--- src/design/mlfo_pkg.sv ---
// Shared types, constants and the sine table for the multi-waveform LFO.
`timescale 1ns / 1ps

package mlfo_pkg;

  // Sine table geometry
  localparam int SINE_TABLE_BITS = 10;
  localparam int SINE_FRAC_BITS  = 16 - SINE_TABLE_BITS;
  localparam int SINE_N          = 1 << SINE_TABLE_BITS;
  localparam int SINE_QUARTER    = SINE_N / 4;
  localparam int INTERP_W        = 18 + SINE_FRAC_BITS;
  localparam longint unsigned SINE_SCALE = 64'd32767 * 64'd32;

  typedef logic [SINE_TABLE_BITS-1:0] sine_idx_t;
  typedef logic [SINE_TABLE_BITS-2:0] sine_half_t;
  typedef logic [SINE_TABLE_BITS-3:0] sine_qidx_t;
  typedef logic [14:0] sine_tab_t [SINE_QUARTER];

  // Configuration register indexes
  localparam int CFG_IDX_W = 3;
  localparam logic [CFG_IDX_W-1:0] CFG_WAVEFORM  = 3'd0;
  localparam logic [CFG_IDX_W-1:0] CFG_USE_SYNC  = 3'd1;
  localparam logic [CFG_IDX_W-1:0] CFG_FREE_INC  = 3'd2;
  localparam logic [CFG_IDX_W-1:0] CFG_SYNC_INC  = 3'd3;
  localparam logic [CFG_IDX_W-1:0] CFG_AMPLITUDE = 3'd4;

  // Request opcodes
  localparam logic OP_SAMPLE = 1'b0;
  localparam logic OP_SYNC   = 1'b1;

  // Reset values of the configuration registers
  localparam logic [3:0]  RST_WAVEFORM  = 4'd1;
  localparam logic        RST_USE_SYNC  = 1'b0;
  localparam logic [31:0] RST_FREE_INC  = 32'd128849;
  localparam logic [31:0] RST_SYNC_INC  = 32'd8590;
  localparam logic [14:0] RST_AMPLITUDE = 15'd32767;

  // Waveform codes
  localparam logic [3:0] WF_OFF    = 4'd0;
  localparam logic [3:0] WF_SAW    = 4'd1;
  localparam logic [3:0] WF_SINE   = 4'd3;
  localparam logic [3:0] WF_SQUARE = 4'd4;
  localparam logic [3:0] WF_RAMP   = 4'd5;
  localparam logic [3:0] WF_TRAP   = 4'd6;
  localparam logic [3:0] WF_TRI    = 4'd7;
  localparam logic [3:0] WF_STEPS  = 4'd8;
  localparam logic [3:0] WF_FOLD   = 4'd9;

  // Wave shaping constants
  localparam logic [15:0] TRI_OFFSET    = 16'h4000;
  localparam logic [15:0] RAMP_KNEE     = 16'd58982;
  localparam logic [35:0] RAMP_RISE_MUL = 36'd72818;
  localparam logic [35:0] RAMP_FALL_MUL = 36'd655360;
  localparam logic [14:0] AMP_UNITY     = 15'd32767;

  // Queue depths (powers of two, pointers wrap on their own)
  localparam int MQ_DEPTH = 2;
  localparam int MQ_AW    = $clog2(MQ_DEPTH);
  localparam int OQ_DEPTH = 4;
  localparam int OQ_AW    = $clog2(OQ_DEPTH);

  typedef struct packed {
    logic [3:0]  waveform;
    logic        use_sync;
    logic [31:0] free_inc;
    logic [31:0] sync_inc;
    logic [14:0] amplitude;
  } cfg_t;

  // One request handed from the front to the back
  typedef struct packed {
    logic [3:0]  waveform;
    logic [15:0] ramp;
  } mid_item_t;

  typedef enum logic [1:0] {
    F_IDLE,
    F_MUL,
    F_ADD
  } front_state_t;

  // Waveforms that advance the phase and produce a shape
  function automatic logic wave_active(logic [3:0] wf);
    return wf inside {WF_SAW, [WF_SINE:WF_FOLD]};
  endfunction

  // One first-quarter table entry, long division done bit by bit
  function automatic logic [14:0] sine_calc(int unsigned k);
    logic [63:0] p;
    logic [63:0] num;
    logic [63:0] den;
    logic [63:0] rem;
    logic [63:0] quo;
    p   = 64'(k) * 64'(SINE_N - 2 * k);
    num = SINE_SCALE * p;
    den = 64'd5 * 64'(SINE_N) * 64'(SINE_N) - 64'd8 * p;
    rem = '0;
    quo = '0;
    for (int b = 63; b >= 0; b--) begin
      rem = {rem[62:0], num[b]};
      if (rem >= den) begin
        rem    = rem - den;
        quo[b] = 1'b1;
      end
    end
    return quo[14:0];
  endfunction

  function automatic sine_tab_t build_sine_tab();
    sine_tab_t t;
    for (int k = 0; k < SINE_QUARTER; k++) begin
      t[k] = sine_calc(k + 1);
    end
    return t;
  endfunction

  // Entries 1..N/4 of the first quarter; entry 0 is zero
  localparam sine_tab_t SINE_TAB = build_sine_tab();

  // Full-cycle table read by quarter-wave symmetry
  function automatic logic signed [15:0] sine_at(sine_idx_t idx);
    logic             neg;
    sine_half_t       j;
    sine_half_t       k;
    logic signed [15:0] v;
    neg = idx[SINE_TABLE_BITS-1];
    j   = idx[SINE_TABLE_BITS-2:0];
    k   = (j > sine_half_t'(SINE_QUARTER)) ? sine_half_t'(0) - j : j;
    if (k == sine_half_t'(0)) begin
      v = '0;
    end else begin
      v = $signed({1'b0, SINE_TAB[sine_qidx_t'(k - 1'b1)]});
    end
    return neg ? -v : v;
  endfunction

endpackage

--- src/design/mlfo_front.sv ---
// Front end: takes requests, keeps phase and time reference, forms the ramp.
`timescale 1ns / 1ps

module mlfo_front (
  input  logic                 clk,
  input  logic                 rst_n,
  input  mlfo_pkg::cfg_t       cfg_i,
  input  logic                 push_i,
  input  logic                 op_i,
  input  logic [31:0]          time_i,
  output logic                 full_o,
  output logic                 q_push_o,
  output mlfo_pkg::mid_item_t  q_item_o,
  input  logic                 q_full_i
);

  mlfo_pkg::front_state_t state_r, state_nxt;

  logic [31:0] phase_r;
  logic [31:0] last_r;
  logic        started_r;
  logic [31:0] dt_r;
  logic [31:0] prod_r;
  logic [31:0] phase_nxt;
  logic [31:0] inc;
  logic        accept;
  logic        active;

  assign accept    = push_i && !full_o;
  assign inc       = cfg_i.use_sync ? cfg_i.sync_inc : cfg_i.free_inc;
  assign active    = mlfo_pkg::wave_active(cfg_i.waveform);
  assign phase_nxt = phase_r + prod_r;

  // Next state
  always_comb begin
    state_nxt = state_r;
    case (state_r)
      mlfo_pkg::F_IDLE: begin
        if (push_i && op_i == mlfo_pkg::OP_SAMPLE) state_nxt = mlfo_pkg::F_MUL;
      end
      mlfo_pkg::F_MUL: state_nxt = mlfo_pkg::F_ADD;
      mlfo_pkg::F_ADD: begin
        if (!q_full_i) state_nxt = mlfo_pkg::F_IDLE;
      end
      default: state_nxt = mlfo_pkg::F_IDLE;
    endcase
  end

  // Outputs
  always_comb begin
    full_o            = 1'b1;
    q_push_o          = 1'b0;
    q_item_o.waveform = cfg_i.waveform;
    q_item_o.ramp     = active ? phase_nxt[31:16] : phase_r[31:16];
    case (state_r)
      mlfo_pkg::F_IDLE: full_o = 1'b0;
      mlfo_pkg::F_MUL:  full_o = 1'b1;
      mlfo_pkg::F_ADD:  q_push_o = !q_full_i;
      default:          full_o = 1'b1;
    endcase
  end

  always_ff @(posedge clk) begin
    if (!rst_n) begin
      state_r <= mlfo_pkg::F_IDLE;
    end else begin
      state_r <= state_nxt;
    end
  end

  // Phase accumulator and time reference
  always_ff @(posedge clk) begin
    if (!rst_n) begin
      phase_r   <= '0;
      last_r    <= '0;
      started_r <= 1'b0;
    end else begin
      if (accept) begin
        last_r    <= time_i;
        started_r <= 1'b1;
        if (op_i == mlfo_pkg::OP_SYNC) begin
          phase_r <= '0;
        end
      end else if (q_push_o && active) begin
        phase_r <= phase_nxt;
      end
    end
  end

  // Elapsed time, then increment times elapsed time (mod 2^32)
  always_ff @(posedge clk) begin
    if (accept) begin
      dt_r <= started_r ? time_i - last_r : '0;
    end
    if (state_r == mlfo_pkg::F_MUL) begin
      prod_r <= inc * dt_r;
    end
  end

endmodule

--- src/design/mlfo_queue.sv ---
// Short queue between front and back end.
`timescale 1ns / 1ps

module mlfo_queue (
  input  logic                 clk,
  input  logic                 rst_n,
  input  logic                 push_i,
  input  mlfo_pkg::mid_item_t  item_i,
  output logic                 full_o,
  input  logic                 pop_i,
  output mlfo_pkg::mid_item_t  item_o,
  output logic                 empty_o
);

  mlfo_pkg::mid_item_t           mem_r [mlfo_pkg::MQ_DEPTH];
  logic [mlfo_pkg::MQ_AW-1:0]    wr_ptr_r;
  logic [mlfo_pkg::MQ_AW-1:0]    rd_ptr_r;
  logic [mlfo_pkg::MQ_AW:0]      cnt_r;
  logic                          do_push;
  logic                          do_pop;

  assign full_o  = (cnt_r == (mlfo_pkg::MQ_AW + 1)'(mlfo_pkg::MQ_DEPTH));
  assign empty_o = (cnt_r == '0);
  assign item_o  = mem_r[rd_ptr_r];
  assign do_push = push_i && !full_o;
  assign do_pop  = pop_i && !empty_o;

  // Storage
  always_ff @(posedge clk) begin
    if (do_push) mem_r[wr_ptr_r] <= item_i;
  end

  // Pointers and fill count
  always_ff @(posedge clk) begin
    if (!rst_n) begin
      wr_ptr_r <= '0;
      rd_ptr_r <= '0;
      cnt_r    <= '0;
    end else begin
      if (do_push) wr_ptr_r <= wr_ptr_r + 1'b1;
      if (do_pop)  rd_ptr_r <= rd_ptr_r + 1'b1;
      if (do_push && !do_pop) begin
        cnt_r <= cnt_r + 1'b1;
      end else if (!do_push && do_pop) begin
        cnt_r <= cnt_r - 1'b1;
      end
    end
  end

endmodule

--- src/design/mlfo_back.sv ---
// Back end: sine interpolation, wave shaping, gain and the result queue.
`timescale 1ns / 1ps

module mlfo_back (
  input  logic                 clk,
  input  logic                 rst_n,
  input  logic [14:0]          amp_i,
  input  mlfo_pkg::mid_item_t  q_item_i,
  input  logic                 q_empty_i,
  output logic                 q_pop_o,
  input  logic                 pop_i,
  output logic                 empty_o,
  output logic signed [15:0]   sample_o
);

  // Pipeline registers
  logic                       s1_vld_r, s2_vld_r, s3_vld_r, s4_vld_r;
  logic [3:0]                 s1_wf_r, s2_wf_r, s3_wf_r;
  logic [15:0]                s1_ramp_r, s2_ramp_r, s3_ramp_r;
  logic signed [15:0]         s1_y0_r, s2_y0_r, s2_y1_r, s3_sine_r;
  logic signed [15:0]         s4_unit_r;

  // Result queue
  logic signed [15:0]         oq_mem_r [mlfo_pkg::OQ_DEPTH];
  logic [mlfo_pkg::OQ_AW-1:0] oq_wr_r;
  logic [mlfo_pkg::OQ_AW-1:0] oq_rd_r;
  logic [mlfo_pkg::OQ_AW:0]   oq_cnt_r;
  logic                       oq_pop;

  logic [2:0]                 inflight;
  mlfo_pkg::sine_idx_t        idx1_nxt;
  logic signed [16:0]         diff;
  logic signed [mlfo_pkg::INTERP_W-1:0] diff_ext, frac_ext, iprod;
  logic signed [15:0]         sine_nxt;

  logic [15:0]                tri_r0, tri_full;
  logic [14:0]                tri_v;
  logic [35:0]                ramp_p;
  logic signed [17:0]         t18;
  logic signed [18:0]         trap;
  logic signed [17:0]         fold3, fold;
  logic signed [15:0]         unit_nxt;

  logic signed [31:0]         gprod;
  logic signed [31:0]         gshift;
  logic signed [15:0]         gain_out;

  // Admit a request only when the result queue has room for everything in flight
  assign inflight = 3'(s1_vld_r) + 3'(s2_vld_r) + 3'(s3_vld_r) + 3'(s4_vld_r);
  assign q_pop_o  = !q_empty_i &&
                    ((4'(oq_cnt_r) + 4'(inflight)) < 4'(mlfo_pkg::OQ_DEPTH));

  // Linear interpolation between neighboring entries, floor shift
  assign idx1_nxt = s1_ramp_r[15 -: mlfo_pkg::SINE_TABLE_BITS] + mlfo_pkg::sine_idx_t'(1);
  assign diff     = 17'(s2_y1_r) - 17'(s2_y0_r);
  assign diff_ext = mlfo_pkg::INTERP_W'(diff);
  assign frac_ext = $signed({{(mlfo_pkg::INTERP_W - mlfo_pkg::SINE_FRAC_BITS){1'b0}},
                             s2_ramp_r[mlfo_pkg::SINE_FRAC_BITS-1:0]});
  assign iprod    = diff_ext * frac_ext;
  assign sine_nxt = s2_y0_r + 16'(iprod >>> mlfo_pkg::SINE_FRAC_BITS);

  // Triangle core shared by trapezoid, triangle and steps
  assign tri_r0   = s3_ramp_r + mlfo_pkg::TRI_OFFSET;
  assign tri_full = tri_r0[15] ? 16'hFFFF - tri_r0 : tri_r0;
  assign tri_v    = tri_full[14:0];

  // Wave shaping
  always_comb begin
    ramp_p   = '0;
    t18      = '0;
    trap     = '0;
    fold3    = 18'(s3_sine_r) * 18'sd3;
    fold     = fold3 >>> 1;
    unit_nxt = '0;
    case (s3_wf_r)
      mlfo_pkg::WF_SAW:    unit_nxt = $signed(s3_ramp_r);
      mlfo_pkg::WF_SINE:   unit_nxt = s3_sine_r;
      mlfo_pkg::WF_SQUARE: unit_nxt = s3_ramp_r[15] ? -16'sd32767 : 16'sd32767;
      mlfo_pkg::WF_RAMP: begin
        if (s3_ramp_r >= mlfo_pkg::RAMP_KNEE) begin
          ramp_p = 36'(16'hFFFF - s3_ramp_r) * mlfo_pkg::RAMP_FALL_MUL;
        end else begin
          ramp_p = 36'(s3_ramp_r) * mlfo_pkg::RAMP_RISE_MUL;
        end
        t18      = $signed({1'b0, ramp_p[32:16]}) - 18'sd32767;
        unit_nxt = 16'(t18);
      end
      mlfo_pkg::WF_TRAP: begin
        trap = $signed({4'b0, tri_v}) * 19'sd6 - 19'sd98304;
        if (trap > 19'sd32767) begin
          unit_nxt = 16'sd32767;
        end else if (trap < -19'sd32767) begin
          unit_nxt = -16'sd32767;
        end else begin
          unit_nxt = 16'(trap);
        end
      end
      mlfo_pkg::WF_TRI: begin
        t18      = $signed({2'b0, tri_v, 1'b0}) - 18'sd32768;
        unit_nxt = 16'(t18);
      end
      mlfo_pkg::WF_STEPS: begin
        t18      = $signed(18'(tri_v[14:12]) * 18'd9362) - 18'sd32767;
        unit_nxt = 16'(t18);
      end
      mlfo_pkg::WF_FOLD: begin
        if (fold > 18'sd32767) begin
          unit_nxt = 16'(18'sd65534 - fold);
        end else if (fold < -18'sd32767) begin
          unit_nxt = 16'(-18'sd65534 - fold);
        end else begin
          unit_nxt = 16'(fold);
        end
      end
      default: unit_nxt = '0;
    endcase
  end

  // Q15 gain with clamp; unity passes the wave unchanged
  assign gprod  = 32'(s4_unit_r) * $signed({17'b0, amp_i});
  assign gshift = gprod >>> 15;
  always_comb begin
    if (amp_i == '0) begin
      gain_out = '0;
    end else if (amp_i == mlfo_pkg::AMP_UNITY) begin
      gain_out = s4_unit_r;
    end else if (gshift > 32'sd32767) begin
      gain_out = 16'sd32767;
    end else if (gshift < -32'sd32767) begin
      gain_out = -16'sd32767;
    end else begin
      gain_out = 16'(gshift);
    end
  end

  // Stage valids
  always_ff @(posedge clk) begin
    if (!rst_n) begin
      s1_vld_r <= 1'b0;
      s2_vld_r <= 1'b0;
      s3_vld_r <= 1'b0;
      s4_vld_r <= 1'b0;
    end else begin
      s1_vld_r <= q_pop_o;
      s2_vld_r <= s1_vld_r;
      s3_vld_r <= s2_vld_r;
      s4_vld_r <= s3_vld_r;
    end
  end

  // Stage payloads
  always_ff @(posedge clk) begin
    s1_wf_r   <= q_item_i.waveform;
    s1_ramp_r <= q_item_i.ramp;
    s1_y0_r   <= mlfo_pkg::sine_at(q_item_i.ramp[15 -: mlfo_pkg::SINE_TABLE_BITS]);
    s2_wf_r   <= s1_wf_r;
    s2_ramp_r <= s1_ramp_r;
    s2_y0_r   <= s1_y0_r;
    s2_y1_r   <= mlfo_pkg::sine_at(idx1_nxt);
    s3_wf_r   <= s2_wf_r;
    s3_ramp_r <= s2_ramp_r;
    s3_sine_r <= sine_nxt;
    s4_unit_r <= unit_nxt;
  end

  // Result queue
  assign empty_o  = (oq_cnt_r == '0);
  assign sample_o = oq_mem_r[oq_rd_r];
  assign oq_pop   = pop_i && !empty_o;

  always_ff @(posedge clk) begin
    if (s4_vld_r) oq_mem_r[oq_wr_r] <= gain_out;
  end

  always_ff @(posedge clk) begin
    if (!rst_n) begin
      oq_wr_r  <= '0;
      oq_rd_r  <= '0;
      oq_cnt_r <= '0;
    end else begin
      if (s4_vld_r) oq_wr_r <= oq_wr_r + 1'b1;
      if (oq_pop)   oq_rd_r <= oq_rd_r + 1'b1;
      if (s4_vld_r && !oq_pop) begin
        oq_cnt_r <= oq_cnt_r + 1'b1;
      end else if (!s4_vld_r && oq_pop) begin
        oq_cnt_r <= oq_cnt_r - 1'b1;
      end
    end
  end

endmodule

--- src/design/multi_waveform_lfo.sv ---
// Top level: configuration registers and the front, queue and back end.
// A sample request keeps the front end busy through its accept / multiply / accumulate
//   sequence, whose accumulate step waits while the queue is full; a sync request does not.
// Reset (rst_n low, synchronous): phase, time reference and started flag
//   cleared, registers to their defaults, queues empty; no clearing pass.
`timescale 1ns / 1ps

module multi_waveform_lfo (
  input  logic                          clk,
  input  logic                          rst_n,
  input  logic                          push,
  output logic                          full,
  input  logic                          in_op,
  input  logic [31:0]                   in_time_us,
  output logic                          empty,
  input  logic                          pop,
  output logic signed [15:0]            out_sample,
  input  logic                          cfg_valid,
  output logic                          cfg_ready,
  input  logic [mlfo_pkg::CFG_IDX_W-1:0] cfg_index,
  input  logic [31:0]                   cfg_data
);

  mlfo_pkg::cfg_t      cfg_r;
  mlfo_pkg::mid_item_t f_item, b_item;
  logic                f_push, q_full, q_empty, b_pop;

  assign cfg_ready = 1'b1;

  // Configuration registers
  always_ff @(posedge clk) begin
    if (!rst_n) begin
      cfg_r.waveform  <= mlfo_pkg::RST_WAVEFORM;
      cfg_r.use_sync  <= mlfo_pkg::RST_USE_SYNC;
      cfg_r.free_inc  <= mlfo_pkg::RST_FREE_INC;
      cfg_r.sync_inc  <= mlfo_pkg::RST_SYNC_INC;
      cfg_r.amplitude <= mlfo_pkg::RST_AMPLITUDE;
    end else if (cfg_valid && cfg_ready) begin
      case (cfg_index)
        mlfo_pkg::CFG_WAVEFORM:  cfg_r.waveform  <= cfg_data[3:0];
        mlfo_pkg::CFG_USE_SYNC:  cfg_r.use_sync  <= cfg_data[0];
        mlfo_pkg::CFG_FREE_INC:  cfg_r.free_inc  <= cfg_data;
        mlfo_pkg::CFG_SYNC_INC:  cfg_r.sync_inc  <= cfg_data;
        mlfo_pkg::CFG_AMPLITUDE: cfg_r.amplitude <= cfg_data[14:0];
        default: ;
      endcase
    end
  end

  mlfo_front u_front (
    .clk      (clk),
    .rst_n    (rst_n),
    .cfg_i    (cfg_r),
    .push_i   (push),
    .op_i     (in_op),
    .time_i   (in_time_us),
    .full_o   (full),
    .q_push_o (f_push),
    .q_item_o (f_item),
    .q_full_i (q_full)
  );

  mlfo_queue u_queue (
    .clk     (clk),
    .rst_n   (rst_n),
    .push_i  (f_push),
    .item_i  (f_item),
    .full_o  (q_full),
    .pop_i   (b_pop),
    .item_o  (b_item),
    .empty_o (q_empty)
  );

  mlfo_back u_back (
    .clk       (clk),
    .rst_n     (rst_n),
    .amp_i     (cfg_r.amplitude),
    .q_item_i  (b_item),
    .q_empty_i (q_empty),
    .q_pop_o   (b_pop),
    .pop_i     (pop),
    .empty_o   (empty),
    .sample_o  (out_sample)
  );

endmodule

--- config.mk ---
export PLATFORM = sky130hd
export DESIGN_NAME = multi_waveform_lfo
export DESIGN_NICKNAME = d
export VERILOG_FILES = /design/src/design/mlfo_pkg.sv /design/src/design/mlfo_front.sv /design/src/design/mlfo_queue.sv /design/src/design/mlfo_back.sv /design/src/design/multi_waveform_lfo.sv
export SDC_FILE = /design/constraint.sdc
export NUM_CORES = 2
export LEC_CHECK = 0
export BUFFER_PORTS_ARGS = -buffer_cell sky130_fd_sc_hd__clkbuf_2
export CELL_PAD_IN_SITES_DETAIL_PLACEMENT = 1
export CELL_PAD_IN_SITES_GLOBAL_PLACEMENT = 1
export CORE_MARGIN = 2
export CORE_UTILIZATION = 45
export DETAILED_ROUTE_END_ITERATION = 10
export PLACE_DENSITY_LB_ADDON = 0.1
export SLEW_MARGIN = 15
export SYNTH_ARGS = -nofsm -noshare
export SYNTH_HDL_FRONTEND = slang
export SYNTH_SLANG_ARGS = --single-unit
--- constraint.sdc ---
create_clock -name clk -period 16.5 [get_ports clk]
set_input_delay 0.825 -clock clk [delete_from_list [all_inputs] [get_ports clk]]
set_output_delay 0.825 -clock clk [all_outputs]
set_load 0.01 [all_outputs]
# After elaboration in Yosys (flattened, before gate mapping)
# Memories as Yosys holds them, arrays and structs flattened. A register that Yosys moved wholly into a read port is not among the register bits.
# Index checks and enable logic that the tools add are counted.
# totals
ff_bits	370
elab_cells	195
out_inout_bits	19
mem_count	4
mem_bits_ro	7680
ram_bits	104
# op_classes
add_sub_neg	32
reduce_logical	37
n_lt_le_gt_ge	14
mux	45
n_eq_ne	20
bitwise_logic	3
multipliers	8
# mem_list
name	words	word_bits	read_ports	rd_clocked_by_memory_dff	write_ports	line_no	source
(name not given)	256	15	1	0	0	mlfo_pkg.sv:132	v = $signed({1'b0, SINE_TAB[sine_qidx_t'(k - 1'b1)]});
(name not given)	256	15	1	0	0	mlfo_pkg.sv:132	
u_back.oq_mem_r	4	16	1	1	1	mlfo_back.sv:24	logic signed [15:0] oq_mem_r [mlfo_pkg::OQ_DEPTH];
u_queue.mem_r	2	20	1	1	1	mlfo_queue.sv:15	mlfo_pkg::mid_item_t mem_r [mlfo_pkg::MQ_DEPTH];
# ops
cell	count
16-bit 2-to-1 mux	12
32-bit 2-to-1 mux	6
16-bit case mux with 8 select lines	1
15-bit 2-to-1 mux	7
36-bit by 3-bit multiplier with 15-bit output, second input constant	1
17-bit by 16-bit greater-than comparator with 1-bit output, second input constant	2
17-bit by 16-bit < comparator with 1-bit output, second input constant	2
32-bit adder	1
16-bit by 16-bit multiplier with 32-bit output	1
32-bit by 32-bit multiplier with 32-bit output	1
15-bit negation with 16-bit output	2
16-bit by 15-bit subtractor with 16-bit output, second input constant	2
32-bit subtractor	1
16-bit by 16-bit multiplier with 31-bit output, second input constant	1
17-bit by 7-bit multiplier with 22-bit output	1
19-bit by 16-bit greater-than comparator with 1-bit output, second input constant	1
19-bit by 16-bit < comparator with 1-bit output, second input constant	1
19-bit by 18-bit subtractor with 19-bit output, second input constant	1
9-bit greater-or-equal comparator, second input constant	2
9-bit greater-than comparator, second input constant	2
9-bit zero test	2
16-bit by 3-bit multiplier with 18-bit output, second input constant	1
9-bit 2-to-1 mux	2
8-bit NOT with 9-bit output	2
48 further kinds	104

# Depth between registers and ports, before layout
# logic_depth
word_depth	11
ltp_mapped	40

# By module
# Synthesis repeated with hierarchy kept, for this count alone.
# unflattened
cells_unflattened	7984
hier_area_um2	69042.5
# by_module_without_submodules
module	instances	cells_each	area_per_inst_um2
mlfo_back	1	4949	40142.2
mlfo_front	1	2616	23847.9
multi_waveform_lfo	1	332	3382.0
mlfo_queue	1	87	1670.4

# Worst setup path before layout
# Ideal clock, no wire load.
# synth_timing
kind	reg-to-reg
start	register cfg_r[79] (netlist name)
end	register u_front.prod_r[31] (data pin)
path_stages_with_launch	33
required_ps	16240
path_slack_ps	8084
arrival_time_ps	8156
synth_period_minus_slack_ps	8416
cell_sequence	dfxtp_1 clkbuf_1 clkbuf_1 mux2_2 clkbuf_1 buf_1 nand2_1 fa_1 inv_1 fa_1 inv_1 fa_1 inv_1 fa_1 fa_1 ha_1 inv_1 fa_1 fa_1 inv_1 ha_1 a21o_1 a21oi_1 nand2_1 a211oi_1 nor2_1 a2111oi_0 o21ai_0 a41o_1 o41ai_1 o21bai_1 a21oi_1 xnor2_1
# synth_between
elab_chain_cells	2
# synth_lines
item	line_no	source
start: declaration	multi_waveform_lfo.sv:24	mlfo_pkg::cfg_t cfg_r;
32-bit 2-to-1 mux	mlfo_front.sv:30	assign inc = cfg_i.use_sync ? cfg_i.sync_inc : cfg_i.free_inc;
32-bit by 32-bit multiplier with 32-bit output	mlfo_front.sv:96	prod_r <= inc * dt_r;
end signal: assignment	mlfo_front.sv:96	
end: declaration	mlfo_front.sv:23	logic [31:0] prod_r;
# No other way between the ends.
# A chain may end at the register's enable or synchronous reset.

# Final worst setup path
# Ends and elaborated chain as after synthesis.

==> results.yml <==
placement:
  port_buffers: 90
  dp_hpwl_um: 202200
  gp_congestion: 0.9923
final_layout:
  final_nets: 9632
  final.fill_count: 18210
  drive_above_1_share_pct: 6.538
  syn_to_final_growth_pct: 6.525
synth:
  synth_top_cell_by_area: "fa_1"
  synthArstFlopShare_pct: 0
  avgSynthCellArea_um2: 8.248
  synth_most_common_cell: "inv_1"
  yosysWarnings: 0
  synth_top_area_share_pct: 23.09
  synth_seq_area_share_pct: 16.25
  syn-num-nets: 9812
  synth.cell_area_um2: 69090
  synthCells: 8377
  netlist_top_cells_count: "inv_1 (1198), nand2_1 (1146), fa_1 (797)"
  synth-seq-cells: 477
  synth-main-ff-cell: "dfxtp_1"
  synth-edff-count: 168
  synth.area.top_cells: "fa_1 (23%), ha_1 (10%), dfxtp_1 (9.0%)"
  synth_cell_types: 108
floorplan:
  die-area_um2: 156700
  die-width_um: 395.8
  fp-row-count: 143
  die_h_um: 395.8
  io_pins: 92
  initial_core_util_pct: 45.38
  core_area_um2: 152300
route:
  remaining_drc_errors: 0
  dr.pass1.iters: 5
  vias_per_cell: 6.081
  drtAntennaViolNets: 0
  vias: 62530
  initialDrtViolationCount: 5657
  wirelength_um: 267900
  wl_per_cell_um: 26.05
critical_path:
  crit_required_ns: 16.91
  endpoint_kind: "flip-flop"
  crit_path_frequent_cell: "fa_1"
  crit_arrival_ns: 9.70
  worstSetupPathType: "flip-flop to flip-flop"
  slowest_stage: "mux2_2"
  crit_path_max_incr_delay_ns: 0.67
  r2r_slack_ns: 7.21
  start_kind: "flip-flop"
  cp_max_fo: 33
grt:
  antenna_found_initial: 24
  grt_util_met1_pct: 46.34
  grt_start_max_net_pins: 73
  grtUsageMet3_pct: 5.318
  met2_usage_pct: 54.05
  grt_usage_pct: 33.93
  gr-total-overflow: 0
  grt_busiest_layer: "met2"
  grt_pass1_wl_um: 409800
  grt_pass1_vias: 66200
timing:
  skew_ns: 0.06583
  worst_pin_slew_ns: 1.293
  fmaxAchievable_mhz: 107.6
  rsz0062_at_grt: "no"
  hold_viol_final: 0
  maxSlewViolCount: 0
  holdWs_ns: 0.3214
  period_share_pct: 56.31
  fin_crit_ns: 9.292
  setup_tns_ns: 0
  setup_viol: 0
  slew_headroom_pct: 13.55
worst_hold_path:
  hp-class: "flip-flop to flip-flop"
outcome:
  outcome: "complete, no violations"
clocking:
  ctsHoldBuffers: 0
  clock_path_buffers: 3
  clkTransAtPathRegs_ns: 0.06
  cts_setup_buffers: 0
  cts_max_level: 2
  cts_sinks: 477
  cts_tree: "built"
  cts_made_buffers: 56
  clk_latency_ns: 0.69
  cts_resized: 0
  cts_root_buf: "clkbuf_16"
flow_run:
  max_cap_viol_count: 0
-- worst paths after layout --
| path | startpoint | endpoint | depth (start not counted) |
|---|---|---|---|
| worst max-delay path | cfg_r[79] | u_front.prod_r[31] | 28 |
| worst min-delay path | u_back.s1_wf_r[1] | u_back.s2_wf_r[1] | 0 |
| worst max register to register | cfg_r[79] | u_front.prod_r[31] | 28 |
| worst min register to register | u_back.s1_wf_r[1] | u_back.s2_wf_r[1] | 0 |
-- cells in the final DEF, fill, tap and decap left out, types with 41 or more instances in the layout --
master,instances
nor3_1,157
fa_1,797
nand2_1,1144
ha_1,563
clkbuf_2,92
a22oi_1,54
nor4_1,46
mux2_2,71
xnor2_1,254
nand3_1,163
a21oi_1,442
inv_1,1198
and2_1,361
mux2i_1,41
dfxtp_1,308
nor2_1,442
nand2b_1,46
xor2_1,85
a221oi_1,45
clkbuf_16,59
a21o_1,51
a211oi_1,78
edfxtp_1,168
nor2b_1,53
and3_1,43
o21ai_0,346
buf_4,165
o22ai_1,65
o211ai_1,81
a31oi_1,89
-- per-layer routing --
| metal | part of all wire [%] | vias up | wire length (µm) |
|---|---|---|---|
| met5 | 0.049 | - | 132 |
| met4 | 4.3 | 22 | 11560 |
| met3 | 7.5 | 645 | 20030 |
| met2 | 45 | 2454 | 120800 |
| met1 | 43 | 31750 | 115300 |
| li1 | - | 27660 | - |
-- sequential cells by signal (all words and copies together), names as in the netlist, 16 cells and up, named ones only --
register          flops
cfg_r                84
u_back.oq_mem_r      64
u_queue.mem_r        40
u_front.dt_r         32
u_front.last_r       32
u_front.phase_r      32
u_front.prod_r       32
u_back.s1_ramp_r     16
u_back.s1_y0_r       16
u_back.s2_ramp_r     16
u_back.s2_y0_r       16
u_back.s2_y1_r       16
u_back.s3_ramp_r     16
u_back.s3_sine_r     16
u_back.s4_unit_r     16
-- layout make-up --
class                           instances  area [µm²]  share of cell area (%)
Clock buffer                           78        1610                   2.188
Inverter                             1205        4526                   6.149
Sequential cell                       477       11230                   15.26
Timing Repair Buffer                  257        1732                   2.353
Antenna cell                            8       20.02                 0.02720
Clock inverter                         27       355.3                  0.4828
Tap cell                             2030        2540                   3.451
Multi-Input combinational cell       6200       51590                   70.09
-- metrics by stage --
| step | utilization [%] | worst slack, ns | area [µm²] | instances |
|---|---|---|---|---|
| floorplan | - | 8.084 | 69090 | 8377 |
| global placement | 47.01 | 7.560 | 71570 | 10170 |
| detailed placement | 47.01 | 7.359 | 71570 | 10170 |
| CTS | 48.30 | 7.320 | 73540 | 10270 |
| global route | 48.32 | 6.760 | 73580 | 10270 |
| finish | 48.34 | 7.209 | 73600 | 10280 |
-- worst max-delay path, delay by kind of cell, from the launching register on --
| kind | cells | cell delay (ns) |
|---|---|---|
| adder cells (fa/ha/maj) | 9 | 3.87 |
| AO/OA/AOI/OAI | 9 | 2.76 |
| buffers and inverters | 5 | 0.74 |
| multiplexers | 1 | 0.67 |
| AND/OR/NAND/NOR | 3 | 0.56 |
| flip-flops | 1 | 0.32 |
| XOR/XNOR | 1 | 0.08 |
-- cell families after synthesis --
family                   synth area share, %
AND/OR/NAND/NOR                        17.84
AO/OA/AOI/OAI                          16.24
buffers and inverters                  9.418
adder cells (fa/ha/maj)                33.34
flip-flops                             16.25
XOR/XNOR                               4.453
multiplexers                           2.448
other                               0.005428
Power is not shown: default switching activity piles up to over one toggle a cycle in this logic, so the estimate is an artifact.
